File: src/sv/armt_pkg.sv
package armt_pkg;

    localparam int MAX_REGIONS = 16;
    localparam int ADDR_BITS   = 32;
    localparam int IDX_W       = (MAX_REGIONS > 1) ? $clog2(MAX_REGIONS) : 1;
    localparam int CNT_W       = $clog2(MAX_REGIONS + 1);
    localparam int CFG_IDX_W   = 2;
    localparam int CFG_DATA_W  = 32;
    localparam int SHIFT_W     = 5;
    localparam int RIGHTS_W    = 3;
    localparam int ACT_W       = 3;

    localparam logic [SHIFT_W-1:0]   PAGE_SHIFT_RST  = 5'd12;
    localparam logic [ADDR_BITS-1:0] USER_MIN_RST    = ADDR_BITS'(32'h0000_1000);
    localparam logic [ADDR_BITS-1:0] USER_MAX_RST    = ADDR_BITS'(32'h7FFF_FFFF);
    localparam logic [ADDR_BITS-1:0] KERNEL_BASE_RST = ADDR_BITS'(32'hC000_0000);

    localparam logic [CFG_IDX_W-1:0] CFG_PAGE_SHIFT  = 2'd0;
    localparam logic [CFG_IDX_W-1:0] CFG_USER_MIN    = 2'd1;
    localparam logic [CFG_IDX_W-1:0] CFG_USER_MAX    = 2'd2;
    localparam logic [CFG_IDX_W-1:0] CFG_KERNEL_BASE = 2'd3;

    typedef enum logic [ACT_W-1:0] {
        ACT_CLEAR    = 3'd0,
        ACT_RAW_MAP  = 3'd1,
        ACT_USER_MAP = 3'd2,
        ACT_KERN_MAP = 3'd3,
        ACT_UNMAP    = 3'd4,
        ACT_UNMAP_RG = 3'd5,
        ACT_PROTECT  = 3'd6,
        ACT_LOOKUP   = 3'd7
    } act_t;

    typedef enum logic [1:0] {
        CUT_FULL,
        CUT_HEAD,
        CUT_TAIL,
        CUT_SPLIT
    } cut_t;

    typedef enum logic [1:0] {
        RD_NONE,
        RD_SCAN,
        RD_LAST
    } rd_t;

    typedef enum logic [2:0] {
        WR_NONE,
        WR_UPD,
        WR_MOVE,
        WR_SPLIT,
        WR_APPEND
    } wr_t;

    typedef enum logic [3:0] {
        ST_IDLE,
        ST_PRECHK,
        ST_READ,
        ST_CHECK,
        ST_REMOVE_RD,
        ST_REMOVE_WR,
        ST_SPLIT_WR,
        ST_APPEND,
        ST_DONE
    } state_t;

    typedef struct packed {
        logic [ADDR_BITS-1:0] virt;
        logic [ADDR_BITS-1:0] phys;
        logic [ADDR_BITS-1:0] len;
        logic [RIGHTS_W-1:0]  rights;
    } entry_t;

    typedef struct packed {
        logic load_item;
        logic clear_cnt;
        logic idx_zero;
        logic idx_inc;
        rd_t  rd;
        wr_t  wr;
        logic cnt_inc;
        logic cnt_dec;
        logic set_ok;
        logic set_hit;
        logic res_load;
    } cmd_t;

    typedef struct packed {
        act_t act;
        logic pre_ok;
        logic cnt_zero;
        logic full;
        logic last;
        logic match;
        cut_t cut;
        logic out_free;
    } sts_t;

endpackage

File: src/sv/armt_ctrl.sv
module armt_ctrl (
    input  logic           clk,
    input  logic           rst_n,
    input  logic           in_valid,
    output logic           in_stall,
    input  armt_pkg::sts_t sts,
    output armt_pkg::cmd_t cmd,
    output armt_pkg::state_t state
);
    import armt_pkg::*;

    state_t state_reg;
    state_t state_next;
    logic   is_map;

    assign is_map = (sts.act == ACT_RAW_MAP) || (sts.act == ACT_USER_MAP)
                 || (sts.act == ACT_KERN_MAP);
    assign state    = state_reg;
    assign in_stall = (state_reg != ST_IDLE);

    always_ff @(posedge clk or negedge rst_n)
    begin
        if (!rst_n)
            state_reg <= ST_IDLE;
        else
            state_reg <= state_next;
    end

    always_comb
    begin
        state_next = state_reg;
        unique case (state_reg)
            ST_IDLE:
            begin
                if (in_valid)
                    state_next = ST_PRECHK;
            end
            ST_PRECHK:
            begin
                if (sts.act == ACT_CLEAR || !sts.pre_ok)
                    state_next = ST_DONE;
                else if (sts.cnt_zero)
                    state_next = is_map ? ST_APPEND : ST_DONE;
                else
                    state_next = ST_READ;
            end
            ST_READ:
                state_next = ST_CHECK;
            ST_CHECK:
            begin
                if (sts.match)
                begin
                    case (sts.act)
                        ACT_UNMAP:
                            state_next = ST_REMOVE_RD;
                        ACT_UNMAP_RG:
                        begin
                            if (sts.cut == CUT_FULL)
                                state_next = ST_REMOVE_RD;
                            else if (sts.cut == CUT_SPLIT && !sts.full)
                                state_next = ST_SPLIT_WR;
                            else
                                state_next = ST_DONE;
                        end
                        default:
                            state_next = ST_DONE;
                    endcase
                end
                else if (sts.last)
                    state_next = is_map ? ST_APPEND : ST_DONE;
                else
                    state_next = ST_READ;
            end
            ST_REMOVE_RD:
                state_next = ST_REMOVE_WR;
            ST_REMOVE_WR,
            ST_SPLIT_WR,
            ST_APPEND:
                state_next = ST_DONE;
            ST_DONE:
            begin
                if (sts.out_free)
                    state_next = ST_IDLE;
            end
            default:
                state_next = ST_IDLE;
        endcase
    end

    always_comb
    begin
        cmd = '0;
        cmd.rd = RD_NONE;
        cmd.wr = WR_NONE;
        unique case (state_reg)
            ST_IDLE:
                cmd.load_item = in_valid;
            ST_PRECHK:
            begin
                if (sts.act == ACT_CLEAR)
                begin
                    cmd.clear_cnt = 1'b1;
                    cmd.set_ok    = 1'b1;
                end
                cmd.idx_zero = 1'b1;
            end
            ST_READ:
                cmd.rd = RD_SCAN;
            ST_CHECK:
            begin
                if (sts.match)
                begin
                    case (sts.act)
                        ACT_LOOKUP:
                        begin
                            cmd.set_hit = 1'b1;
                            cmd.set_ok  = 1'b1;
                        end
                        ACT_UNMAP:
                            cmd.set_ok = 1'b1;
                        ACT_PROTECT:
                        begin
                            cmd.wr     = WR_UPD;
                            cmd.set_ok = 1'b1;
                        end
                        ACT_UNMAP_RG:
                        begin
                            if (sts.cut == CUT_FULL)
                                cmd.set_ok = 1'b1;
                            else if (sts.cut != CUT_SPLIT || !sts.full)
                            begin
                                cmd.wr     = WR_UPD;
                                cmd.set_ok = 1'b1;
                            end
                        end
                        default:
                            cmd.set_ok = 1'b0;
                    endcase
                end
                else if (!sts.last)
                    cmd.idx_inc = 1'b1;
            end
            ST_REMOVE_RD:
                cmd.rd = RD_LAST;
            ST_REMOVE_WR:
            begin
                cmd.wr      = WR_MOVE;
                cmd.cnt_dec = 1'b1;
            end
            ST_SPLIT_WR:
            begin
                cmd.wr      = WR_SPLIT;
                cmd.cnt_inc = 1'b1;
            end
            ST_APPEND:
            begin
                cmd.wr      = WR_APPEND;
                cmd.cnt_inc = 1'b1;
                cmd.set_ok  = 1'b1;
            end
            ST_DONE:
                cmd.res_load = sts.out_free;
            default:
                cmd.load_item = 1'b0;
        endcase
    end

endmodule

File: src/sv/armt_dp.sv
module armt_dp (
    input  logic                               clk,
    input  logic                               rst_n,
    input  logic                               cfg_we,
    input  logic [armt_pkg::CFG_IDX_W-1:0]     cfg_index,
    input  logic [armt_pkg::CFG_DATA_W-1:0]    cfg_data,
    input  logic [armt_pkg::ACT_W-1:0]         action,
    input  logic [armt_pkg::ADDR_BITS-1:0]     virt_addr,
    input  logic [armt_pkg::ADDR_BITS-1:0]     phys_addr,
    input  logic [armt_pkg::ADDR_BITS-1:0]     length,
    input  logic [armt_pkg::RIGHTS_W-1:0]      rights,
    input  logic                               out_stall,
    output logic                               out_valid,
    output logic                               status,
    output logic                               hit,
    output logic [armt_pkg::ADDR_BITS-1:0]     found_virt,
    output logic [armt_pkg::ADDR_BITS-1:0]     found_phys,
    output logic [armt_pkg::ADDR_BITS-1:0]     found_length,
    output logic [armt_pkg::RIGHTS_W-1:0]      found_rights,
    output logic [armt_pkg::CNT_W-1:0]         count,
    input  armt_pkg::cmd_t                     cmd,
    output armt_pkg::sts_t                     sts
);
    import armt_pkg::*;

    localparam int AW = ADDR_BITS;

    logic [SHIFT_W-1:0] page_shift_reg;
    logic [AW-1:0]      user_min_reg;
    logic [AW-1:0]      user_max_reg;
    logic [AW-1:0]      kernel_base_reg;

    act_t               act_reg;
    logic [AW-1:0]      v_reg;
    logic [AW-1:0]      p_reg;
    logic [AW-1:0]      len_reg;
    logic [RIGHTS_W-1:0] r_reg;

    logic [CNT_W-1:0]   cnt_reg;
    logic [IDX_W-1:0]   idx_reg;
    entry_t             mem [MAX_REGIONS];
    entry_t             rd_data_reg;

    logic               ok_reg;
    logic               hit_reg;
    entry_t             found_reg;

    logic               out_valid_reg;
    logic               status_reg;
    logic               hit_out_reg;
    entry_t             out_entry_reg;
    logic [CNT_W-1:0]   count_out_reg;

    // item checks
    logic [AW:0]   v_sum;
    logic [AW:0]   p_sum;
    logic [AW-1:0] v_end;
    logic [AW-1:0] pmask;
    logic          len_nz;
    logic          full;
    logic          raw_ok;
    logic          chk_ok;
    logic          win_user;
    logic          pre_ok;

    // entry checks
    entry_t        e;
    logic [AW:0]   e_sum;
    logic [AW:0]   ep_sum;
    logic [AW-1:0] e_end;
    logic          overlap;
    logic          contain;
    logic          exact;
    logic          cut_hit;
    logic          match;
    cut_t          cut;
    entry_t        hd_entry;
    entry_t        upd_entry;
    entry_t        wr_entry;
    logic [IDX_W-1:0] wr_addr;
    logic [IDX_W-1:0] rd_addr;
    logic          out_free;

    assign v_sum  = {1'b0, v_reg} + {1'b0, len_reg};
    assign p_sum  = {1'b0, p_reg} + {1'b0, len_reg};
    assign v_end  = v_sum[AW-1:0];
    assign pmask  = (AW'(1) << page_shift_reg) - AW'(1);
    assign len_nz = (len_reg != '0);
    assign full   = (cnt_reg >= CNT_W'(MAX_REGIONS));
    assign raw_ok = len_nz && !full && !v_sum[AW] && !p_sum[AW];
    assign chk_ok = (r_reg != '0) && !(r_reg[1] && r_reg[2])
                 && ((v_reg & pmask) == '0) && ((p_reg & pmask) == '0)
                 && ((len_reg & pmask) == '0);
    assign win_user = (v_reg >= user_min_reg)
                   && (v_sum <= ({1'b0, user_max_reg} + (AW+1)'(1)));

    always_comb
    begin
        unique case (act_reg)
            ACT_CLEAR:    pre_ok = 1'b1;
            ACT_RAW_MAP:  pre_ok = raw_ok;
            ACT_USER_MAP: pre_ok = raw_ok && chk_ok && win_user;
            ACT_KERN_MAP: pre_ok = raw_ok && chk_ok && (v_reg >= kernel_base_reg);
            ACT_UNMAP_RG: pre_ok = len_nz && !v_sum[AW];
            ACT_LOOKUP:   pre_ok = 1'b1;
            default:      pre_ok = len_nz;
        endcase
    end

    assign e      = rd_data_reg;
    assign e_sum  = {1'b0, e.virt} + {1'b0, e.len};
    assign ep_sum = {1'b0, e.phys} + {1'b0, e.len};
    assign e_end  = e_sum[AW-1:0];

    assign overlap = (e.len != '0) && (e_sum[AW] || ((v_reg < e_end) && (e.virt < v_end)));
    assign contain = (e.len != '0) && !e_sum[AW] && !ep_sum[AW]
                  && (v_reg >= e.virt) && (v_reg < e_end);
    assign exact   = (e.virt == v_reg) && (e.len == len_reg);
    // start of the region compares against the wrapped end
    assign cut_hit = (v_reg < e_end) && (e.virt < v_end);

    always_comb
    begin
        unique case (act_reg)
            ACT_UNMAP,
            ACT_PROTECT:  match = exact;
            ACT_UNMAP_RG: match = cut_hit;
            ACT_LOOKUP:   match = contain;
            ACT_CLEAR:    match = 1'b0;
            default:      match = overlap;
        endcase
    end

    always_comb
    begin
        if (v_reg <= e.virt)
            cut = (v_end >= e_end) ? CUT_FULL : CUT_HEAD;
        else
            cut = (v_end >= e_end) ? CUT_TAIL : CUT_SPLIT;
    end

    // upper piece left over above the cut
    always_comb
    begin
        hd_entry.virt   = v_end;
        hd_entry.phys   = e.phys + (v_end - e.virt);
        hd_entry.len    = e_end - v_end;
        hd_entry.rights = e.rights;
    end

    always_comb
    begin
        upd_entry = e;
        if (act_reg == ACT_PROTECT)
            upd_entry.rights = r_reg;
        else if (cut == CUT_HEAD)
            upd_entry = hd_entry;
        else
            upd_entry.len = v_reg - e.virt;
    end

    always_comb
    begin
        wr_entry = e;
        wr_addr  = idx_reg;
        case (cmd.wr)
            WR_UPD:
                wr_entry = upd_entry;
            WR_SPLIT:
            begin
                wr_entry = hd_entry;
                wr_addr  = cnt_reg[IDX_W-1:0];
            end
            WR_APPEND:
            begin
                wr_entry.virt   = v_reg;
                wr_entry.phys   = p_reg;
                wr_entry.len    = len_reg;
                wr_entry.rights = r_reg;
                wr_addr         = cnt_reg[IDX_W-1:0];
            end
            default:
                wr_entry = e;
        endcase
    end

    assign rd_addr = (cmd.rd == RD_LAST) ? IDX_W'(cnt_reg - CNT_W'(1)) : idx_reg;

    always_ff @(posedge clk)
    begin
        if (cmd.wr != WR_NONE)
            mem[wr_addr] <= wr_entry;
    end

    always_ff @(posedge clk)
    begin
        if (cmd.rd != RD_NONE)
            rd_data_reg <= mem[rd_addr];
    end

    always_ff @(posedge clk or negedge rst_n)
    begin
        if (!rst_n)
        begin
            page_shift_reg  <= PAGE_SHIFT_RST;
            user_min_reg    <= USER_MIN_RST;
            user_max_reg    <= USER_MAX_RST;
            kernel_base_reg <= KERNEL_BASE_RST;
        end
        else if (cfg_we)
        begin
            unique case (cfg_index)
                CFG_PAGE_SHIFT:  page_shift_reg  <= cfg_data[SHIFT_W-1:0];
                CFG_USER_MIN:    user_min_reg    <= AW'(cfg_data);
                CFG_USER_MAX:    user_max_reg    <= AW'(cfg_data);
                CFG_KERNEL_BASE: kernel_base_reg <= AW'(cfg_data);
                default:         page_shift_reg  <= page_shift_reg;
            endcase
        end
    end

    always_ff @(posedge clk)
    begin
        if (cmd.load_item)
        begin
            act_reg <= act_t'(action);
            v_reg   <= virt_addr;
            p_reg   <= phys_addr;
            len_reg <= length;
            r_reg   <= rights;
        end
        if (cmd.load_item)
            found_reg <= '0;
        else if (cmd.set_hit)
            found_reg <= e;
        if (cmd.idx_zero)
            idx_reg <= '0;
        else if (cmd.idx_inc)
            idx_reg <= idx_reg + IDX_W'(1);
        if (cmd.res_load)
        begin
            status_reg    <= !ok_reg;
            hit_out_reg   <= hit_reg;
            out_entry_reg <= found_reg;
            count_out_reg <= cnt_reg;
        end
    end

    always_ff @(posedge clk or negedge rst_n)
    begin
        if (!rst_n)
        begin
            cnt_reg       <= '0;
            ok_reg        <= 1'b0;
            hit_reg       <= 1'b0;
            out_valid_reg <= 1'b0;
        end
        else
        begin
            if (cmd.clear_cnt)
                cnt_reg <= '0;
            else if (cmd.cnt_inc)
                cnt_reg <= cnt_reg + CNT_W'(1);
            else if (cmd.cnt_dec)
                cnt_reg <= cnt_reg - CNT_W'(1);
            if (cmd.load_item)
            begin
                ok_reg  <= 1'b0;
                hit_reg <= 1'b0;
            end
            else
            begin
                if (cmd.set_ok)
                    ok_reg <= 1'b1;
                if (cmd.set_hit)
                    hit_reg <= 1'b1;
            end
            if (cmd.res_load)
                out_valid_reg <= 1'b1;
            else if (!out_stall)
                out_valid_reg <= 1'b0;
        end
    end

    assign out_free = !out_valid_reg || !out_stall;

    assign sts.act      = act_reg;
    assign sts.pre_ok   = pre_ok;
    assign sts.cnt_zero = (cnt_reg == '0);
    assign sts.full     = full;
    assign sts.last     = ((CNT_W'(idx_reg) + CNT_W'(1)) == cnt_reg);
    assign sts.match    = match;
    assign sts.cut      = cut;
    assign sts.out_free = out_free;

    assign out_valid    = out_valid_reg;
    assign status       = status_reg;
    assign hit          = hit_out_reg;
    assign found_virt   = out_entry_reg.virt;
    assign found_phys   = out_entry_reg.phys;
    assign found_length = out_entry_reg.len;
    assign found_rights = out_entry_reg.rights;
    assign count        = count_out_reg;

endmodule

File: src/sv/address_region_map_table_unit.sv
// Region map table with up to 16 entries held in a single-port table memory.
// Each word is one operation and gives exactly one result word. An item walks
// the table one entry at a time in two steps (read, then check) until a hit,
// a conflict or the end, and then writes back where the action needs it.
// Only one word is in flight; a new word is taken while a finished result
// still waits on the output register. Clear empties the table at once; unmap
// and range unmap keep the table packed by moving the last entry into any
// hole. Configuration must be written only while the unit is idle.
module address_region_map_table_unit (
    input  logic                               clk,
    input  logic                               rst_n,
    input  logic                               cfg_we,
    input  logic [armt_pkg::CFG_IDX_W-1:0]     cfg_index,
    input  logic [armt_pkg::CFG_DATA_W-1:0]    cfg_data,
    input  logic                               in_valid,
    output logic                               in_stall,
    input  logic [armt_pkg::ACT_W-1:0]         action,
    input  logic [armt_pkg::ADDR_BITS-1:0]     virt_addr,
    input  logic [armt_pkg::ADDR_BITS-1:0]     phys_addr,
    input  logic [armt_pkg::ADDR_BITS-1:0]     length,
    input  logic [armt_pkg::RIGHTS_W-1:0]      rights,
    output logic                               out_valid,
    input  logic                               out_stall,
    output logic                               status,
    output logic                               hit,
    output logic [armt_pkg::ADDR_BITS-1:0]     found_virt,
    output logic [armt_pkg::ADDR_BITS-1:0]     found_phys,
    output logic [armt_pkg::ADDR_BITS-1:0]     found_length,
    output logic [armt_pkg::RIGHTS_W-1:0]      found_rights,
    output logic [armt_pkg::CNT_W-1:0]         count
);
    import armt_pkg::*;

    cmd_t   cmd;
    sts_t   sts;
    state_t state;

    armt_ctrl u_ctrl (
        .clk      (clk),
        .rst_n    (rst_n),
        .in_valid (in_valid),
        .in_stall (in_stall),
        .sts      (sts),
        .cmd      (cmd),
        .state    (state)
    );

    armt_dp u_dp (
        .clk          (clk),
        .rst_n        (rst_n),
        .cfg_we       (cfg_we),
        .cfg_index    (cfg_index),
        .cfg_data     (cfg_data),
        .action       (action),
        .virt_addr    (virt_addr),
        .phys_addr    (phys_addr),
        .length       (length),
        .rights       (rights),
        .out_stall    (out_stall),
        .out_valid    (out_valid),
        .status       (status),
        .hit          (hit),
        .found_virt   (found_virt),
        .found_phys   (found_phys),
        .found_length (found_length),
        .found_rights (found_rights),
        .count        (count),
        .cmd          (cmd),
        .sts          (sts)
    );

    a_count_range: assert property (@(posedge clk) disable iff (!rst_n)
        out_valid |-> (count <= CNT_W'(MAX_REGIONS)))
        else $error("region count above table size");

    a_stall_after_accept: assert property (@(posedge clk) disable iff (!rst_n)
        (in_valid && !in_stall) |=> (in_stall && state == ST_PRECHK))
        else $error("word accepted without starting work");

    a_hit_ok: assert property (@(posedge clk) disable iff (!rst_n)
        (out_valid && hit) |-> (!status && found_length != '0))
        else $error("hit reported with bad status or empty region");

    a_done_loads: assert property (@(posedge clk) disable iff (!rst_n)
        (state == ST_DONE && (!out_valid || !out_stall)) |=> (out_valid && !in_stall))
        else $error("finished word not delivered");

endmodule
File: config.mk
export PLATFORM = sky130hd
export DESIGN_NAME = address_region_map_table_unit
export DESIGN_NICKNAME = d
export VERILOG_FILES = /design/src/sv/armt_pkg.sv /design/src/sv/armt_ctrl.sv /design/src/sv/armt_dp.sv /design/src/sv/address_region_map_table_unit.sv
export SDC_FILE = /design/constraint.sdc
export NUM_CORES = 2
export LEC_CHECK = 0
export BUFFER_PORTS_ARGS = -buffer_cell sky130_fd_sc_hd__clkbuf_2
export CAP_MARGIN = 0
export CORE_MARGIN = 1
export CORE_UTILIZATION = 45
export DETAILED_ROUTE_END_ITERATION = 12
export PLACE_DENSITY_LB_ADDON = 0.25
export SETUP_SLACK_MARGIN = 0.4
export SYNTH_ARGS = -nofsm -noshare
export SYNTH_HDL_FRONTEND = slang
export SYNTH_HIERARCHICAL = 1
export SYNTH_SLANG_ARGS = --single-unit
File: constraint.sdc
create_clock -name clk -period 15.6 [get_ports clk]
set_clock_uncertainty 0.05 [all_clocks]
set_input_delay 1.56 -clock clk [delete_from_list [all_inputs] [get_ports clk]]
set_output_delay 1.56 -clock clk [all_outputs]
set_load 0.02 [all_outputs]
; ---- Word-level counts from Yosys, hierarchy flattened
; Memories as Yosys holds them, arrays and structs flattened. A register that Yosys moved wholly into a read port is not among the register bits.
; Index checks and enable logic that the tools add are counted.
[classes]
reduce_logical = 65
mux = 56
order_cmp = 9
n_eq_ne = 31
bitwise_logic = 3
n_addsub = 14
n_shift = 1
[op_table]
columns = operator, count
row1 = $pmux 99 s3, 1
row2 = $add 32x32->33, 4
row3 = $ge 32x32->1, 4
row4 = $and 32x32->32, 3
row5 = $logic_not 32->1, 3
row6 = $mux 96, 1
row7 = $sub 32x32->32, 3
row8 = $eq 32x32->1, 2
row9 = $lt 32x32->1, 2
row10 = $mux 64, 1
row11 = $reduce_bool 32->1, 2
row12 = $mux 4, 11
row13 = $add 32x1->33 const B, 1
row14 = $le 33x33->1, 1
row15 = $add 32x32->32, 1
row16 = $le 32x32->1, 1
row17 = $mux 32, 1
row18 = $shl 1x5->32 const A, 1
row19 = $sub 32x2->32 const B, 1
row20 = $pmux 4 s7, 1
row21 = $mux 1, 23
row22 = $logic_and 1x1->1, 21
row23 = $eq 4x3->1 const B, 4
row24 = $eq 3x3->1 const B, 5
row25 = other kinds (38), 81
[totals]
inputBits = 141
ramBits = 1584
elab_cells = 206
register_bits = 424
memories = 1
[mem_list]
columns = name, words, word_bits, read_ports, rd_ports_with_merged_regs, write_ports, line_no
row1 = u_dp.mem, 16, 99, 1, 1, 1, armt_dp.sv:41  ; entry_t mem [MAX_REGIONS];

; ---- Longest topological paths before layout
[logic_depth]
ltp_word = 14
depth_mapped = 40

; ---- Cells and area by module
; Netlist, hierarchy kept.
[by_module_without_submodules]
columns = mod, cells_per_inst, instances, area_each_um2, seq_area_each_um2
row1 = armt_dp, 6243, 1, 96583.9, 61619.1
row2 = armt_ctrl, 63, 1, 461.7, 100.1

; ---- Worst setup path after synthesis
; OpenSTA, ideal clock, no wires.
[synth_path]
kind = register to register
startpoint = register u_dp/e[3] (netlist name)
endpoint = memory u_dp/mem[11][0] in the netlist's numbering, enable pin
synth_period_minus_slack_ns = 14.350
required_ns = 14.872
path_stages_with_launch = 37
path_slack_ns = 1.250
setup_ns = 0.678
t_arrival_ns = 13.622
cell_sequence = edfxtp_1 ha_1 inv_1 fa_1 nand2b_1 a21oi_1 o31a_1 a21o_1 a41oi_2 o21bai_1 a2111oi_0 a21oi_1 a21o_1 a21o_1 xor2_1 ha_1 a21oi_1 o21bai_1 a21o_1 a221oi_1 o21ai_0 nor2_1 a221oi_1 nand2_4 inv_4 buf_4 o21ai_0 a31oi_1 o21ai_0 o22ai_1 clkbuf_1 nor2b_1 clkbuf_1 nand2_1 nand2_1 mux2i_1 nor3_1
[synth_lines]
columns = element, line_no
row1 = end: declaration, armt_dp.sv:41

==> reports/results.txt <==
Slowest stage cell, crit path: nor2_4
Hold Path Depth: 0
Finished Cell Area: 110,000 um2
Min cycle time layout: 12.25 ns
RSZ-0062 raised after global routing: no
Worst VDD drop: 0.226 mV
WP data arrival: 12.73 ns
Leakage Power: 38.9 nW
Worst slew margin: 11.0%
Setup_tns: 0 ns
Max reg flops: 1,584
Synth top area share: 58.5%
Synth cell types: 104
Number of global-route vias before repair: 58,900
Post-CTS setup buffers: 0
Fmax: 81.6 MHz
CP top delay family: compound AO/OA/AOI/OAI gates
Worst EP required: 16.08 ns
Crit path capture type: register
Worst Tran Pin Value: 1.33 ns
Post-synth top cells: edfxtp_1, ha_1, mux4_2, a21oi_1, nor2_1
Routed WL per cell: 33.6 um
Die height: 466 um
Remaining antenna violation count: 0
Clk_lat worst skew: 0.91 ns
Mapped Cells: 6,306
CTS tree: built
Status: complete, no violations
Dpl hpwl: 229 mm
Ys flop type: edfxtp_1
Largest family of logic cells by synthesized area: multiplexers
Crit Path Class: register to register
Final Cycle Share: 78.5%
P_int: 14.0 mW
IO Pins: 249
Cell area power density: 222 nW/um2
Vias: 60,800
Initial Utilization: 45.3%
DR pass1 iterations: 6
Sw Pwr: 10.4 mW
Post-Synth Adder-Cell Area: 6.04%
Grt total ovfl: 0
Synth Cell Area: 97,000 um2
Clock transition at path regs: 0.06 ns
Resized cells post-CTS: 0
Synthesis-to-layout area growth: 13.2%
Clock power frac: 20.6%
Cell depth of the worst setup path: 34
DIE WIDTH: 466 um
First-pass GRT wire length: 455 mm
Vias per inst: 6.25
Yosys warns: 6
# rows: 170
CP peak stage delay: 0.80 ns
Hold_buf cts: 0
Synth area leaders: edfxtp_1, mux4_2, ha_1
Combinational share of power: 47.0%
CTS H-Tree Depth: 4
Simple-Gate Fraction of Synth Area: 5.51%
Max FO, Critical Path: 76
FF+latch count, synth: 2,107
Fill cell count: 17,600
Setup crit start kind: register
Post-synthesis sequential area ratio: 63.6%
Final WL: 327 mm
Sum of buffers and inverters on the critical path: 4
Share of power burned in registers: 32.4%
Root Buffer Master: clkbuf_16
Slew Limit Fails: 0
Syn avg cell area: 15.4 um2
Worst Reg-to-Reg Cells: 34
DR DRC count: 0
Net Sw Frac: 42.5%
Multiplexer area fraction after synthesis: 12.6%
Overall Global Routing Usage: 29.9%
Layout cells sized above 1: 20.2%
Core ar.: 214,000 um2
Total power: 24.4 mW
Area leader, netlist: edfxtp_1
DRT iter0 DRCs: 7,754
Synth Area in XOR/XNOR: 1.91%
Setup-failing EPs final: 0
Min Hold Slack: 0.370 ns
Routability cong.: 0.992
Synth async-reset ratio: 5.36%
Syn nets: 6,891
EDFF count, synth: 1,891
Compound-cell area share of the yosys netlist: 8.37%
Die area: 218,000 um2
TritonCTS buffer count: 214
DP Area: 103,000 um2
Pin count of the biggest net entering global routing: 120
Most common cell in the netlist: edfxtp_1
Clk buf depth: 3
Hold WC Path Type: register to register
Number of hold violations in the final report: 0
Net count, final: 7,278
Port-buffer cells: 248
Clock sink count: 2,107
Max-Cap Viols: 0
Initial antenna violation count: 35
-- path summary, 6_finish.rpt --
| kind | to | slack [ns] | startpoint |
|---|---|---|---|
| setup / recovery | u_dp/mem[4][28] | 3.35 | u_dp/v_reg[1] |
| hold reg to reg | u_dp/found_phys[18] | 0.37 | u_dp/found_reg[53] |
| hold / removal | u_dp/found_phys[18] | 0.37 | u_dp/found_reg[53] |
| setup reg to reg | u_dp/mem[4][28] | 3.35 | u_dp/v_reg[1] |
| max in group asynchronous | u_dp/cnt_reg[2] | 13.49 | rst_n |
| min in group asynchronous | u_dp/kernel_base_reg[15] | 0.69 | rst_n |
-- final cells by class --
cell class / instances / area, um2 / area share (%)
timing repair buffer: 435 / 2920 / 2.66
sequential: 2107 / 61700 / 56.2
tap: 2838 / 3550 / 3.23
clock buffer: 268 / 5630 / 5.12
inverter: 237 / 893 / 0.813
multi-input combinational: 3698 / 33800 / 30.8
antenna: 25 / 62.6 / 0.0570
clock inverter: 126 / 1270 / 1.15
-- cells by family after synthesis --
logic type / after synthesis
adders and majority gates: 448
and+or+nand+nor: 1078
AOI/OAI and AO/OA: 1249
muxes: 712
xor gates and xnor gates: 211
DFF: 2107
buffers and inverters: 501
-- stage by stage --
step           instances  worst slack [ns]  utilization, %
2_1_floorplan       6306              1.25               -
3_3_place_gp        9315              3.53            48.0
3_5_place_dp        9315              3.49            48.0
4_1_cts             9709              3.44            51.2
5_1_grt             9725              2.74            51.2
6_report            9734              3.35            51.2
-- cell usage in the layout (no fill, tap or decap), types with 133 or more instances in the layout --
| master | instances |
|---|---|
| edfxtp_1 | 1891 |
| ha_1 | 409 |
| mux4_2 | 396 |
| a21oi_1 | 365 |
| nor2_1 | 318 |
| clkbuf_2 | 247 |
| inv_1 | 232 |
| o21ai_0 | 225 |
| clkbuf_16 | 215 |
| mux2i_1 | 212 |
| nand2_1 | 191 |
| buf_4 | 166 |
| nor2b_1 | 146 |
| xnor2_1 | 135 |
| a21o_1 | 133 |
-- routing by layer --
| metal | wire [um] | vias to the layer above | track usage, % |
|---|---|---|---|
| li1 | - | 25600 | - |
| met1 | 134000 | 31400 | 42.0 |
| met2 | 144000 | 3146 | 44.4 |
| met3 | 30900 | 607 | 6.12 |
| met4 | 17400 | 8 | 14.6 |
| met5 | 62 | - | 0 |
-- power by group through the flow --
stage                     registers (mW)  logic [mW]  clock network (mW)
after floorplan                     7.77        7.12                   0
after global placement              7.99        11.2                   0
after detailed placement            8.00        11.2                   0
after CTS                           7.89        11.2                5.10
after global routing                7.94        12.2                5.30
final                               7.91        11.5                5.03
-- worst reg2reg max path, delay by kind of cell (launching register included) --
family	cells	cell delay, ns
AO/OA/AOI/OAI	16	4.21
AND/OR/NAND/NOR	10	3.62
buffers and inverters	4	1.21
adder cells (fa/ha/maj)	2	0.78
multiplexers	1	0.65
flip-flops	1	0.58
XOR/XNOR	1	0.58
Note: power is estimated with default switching activity, not from simulation.
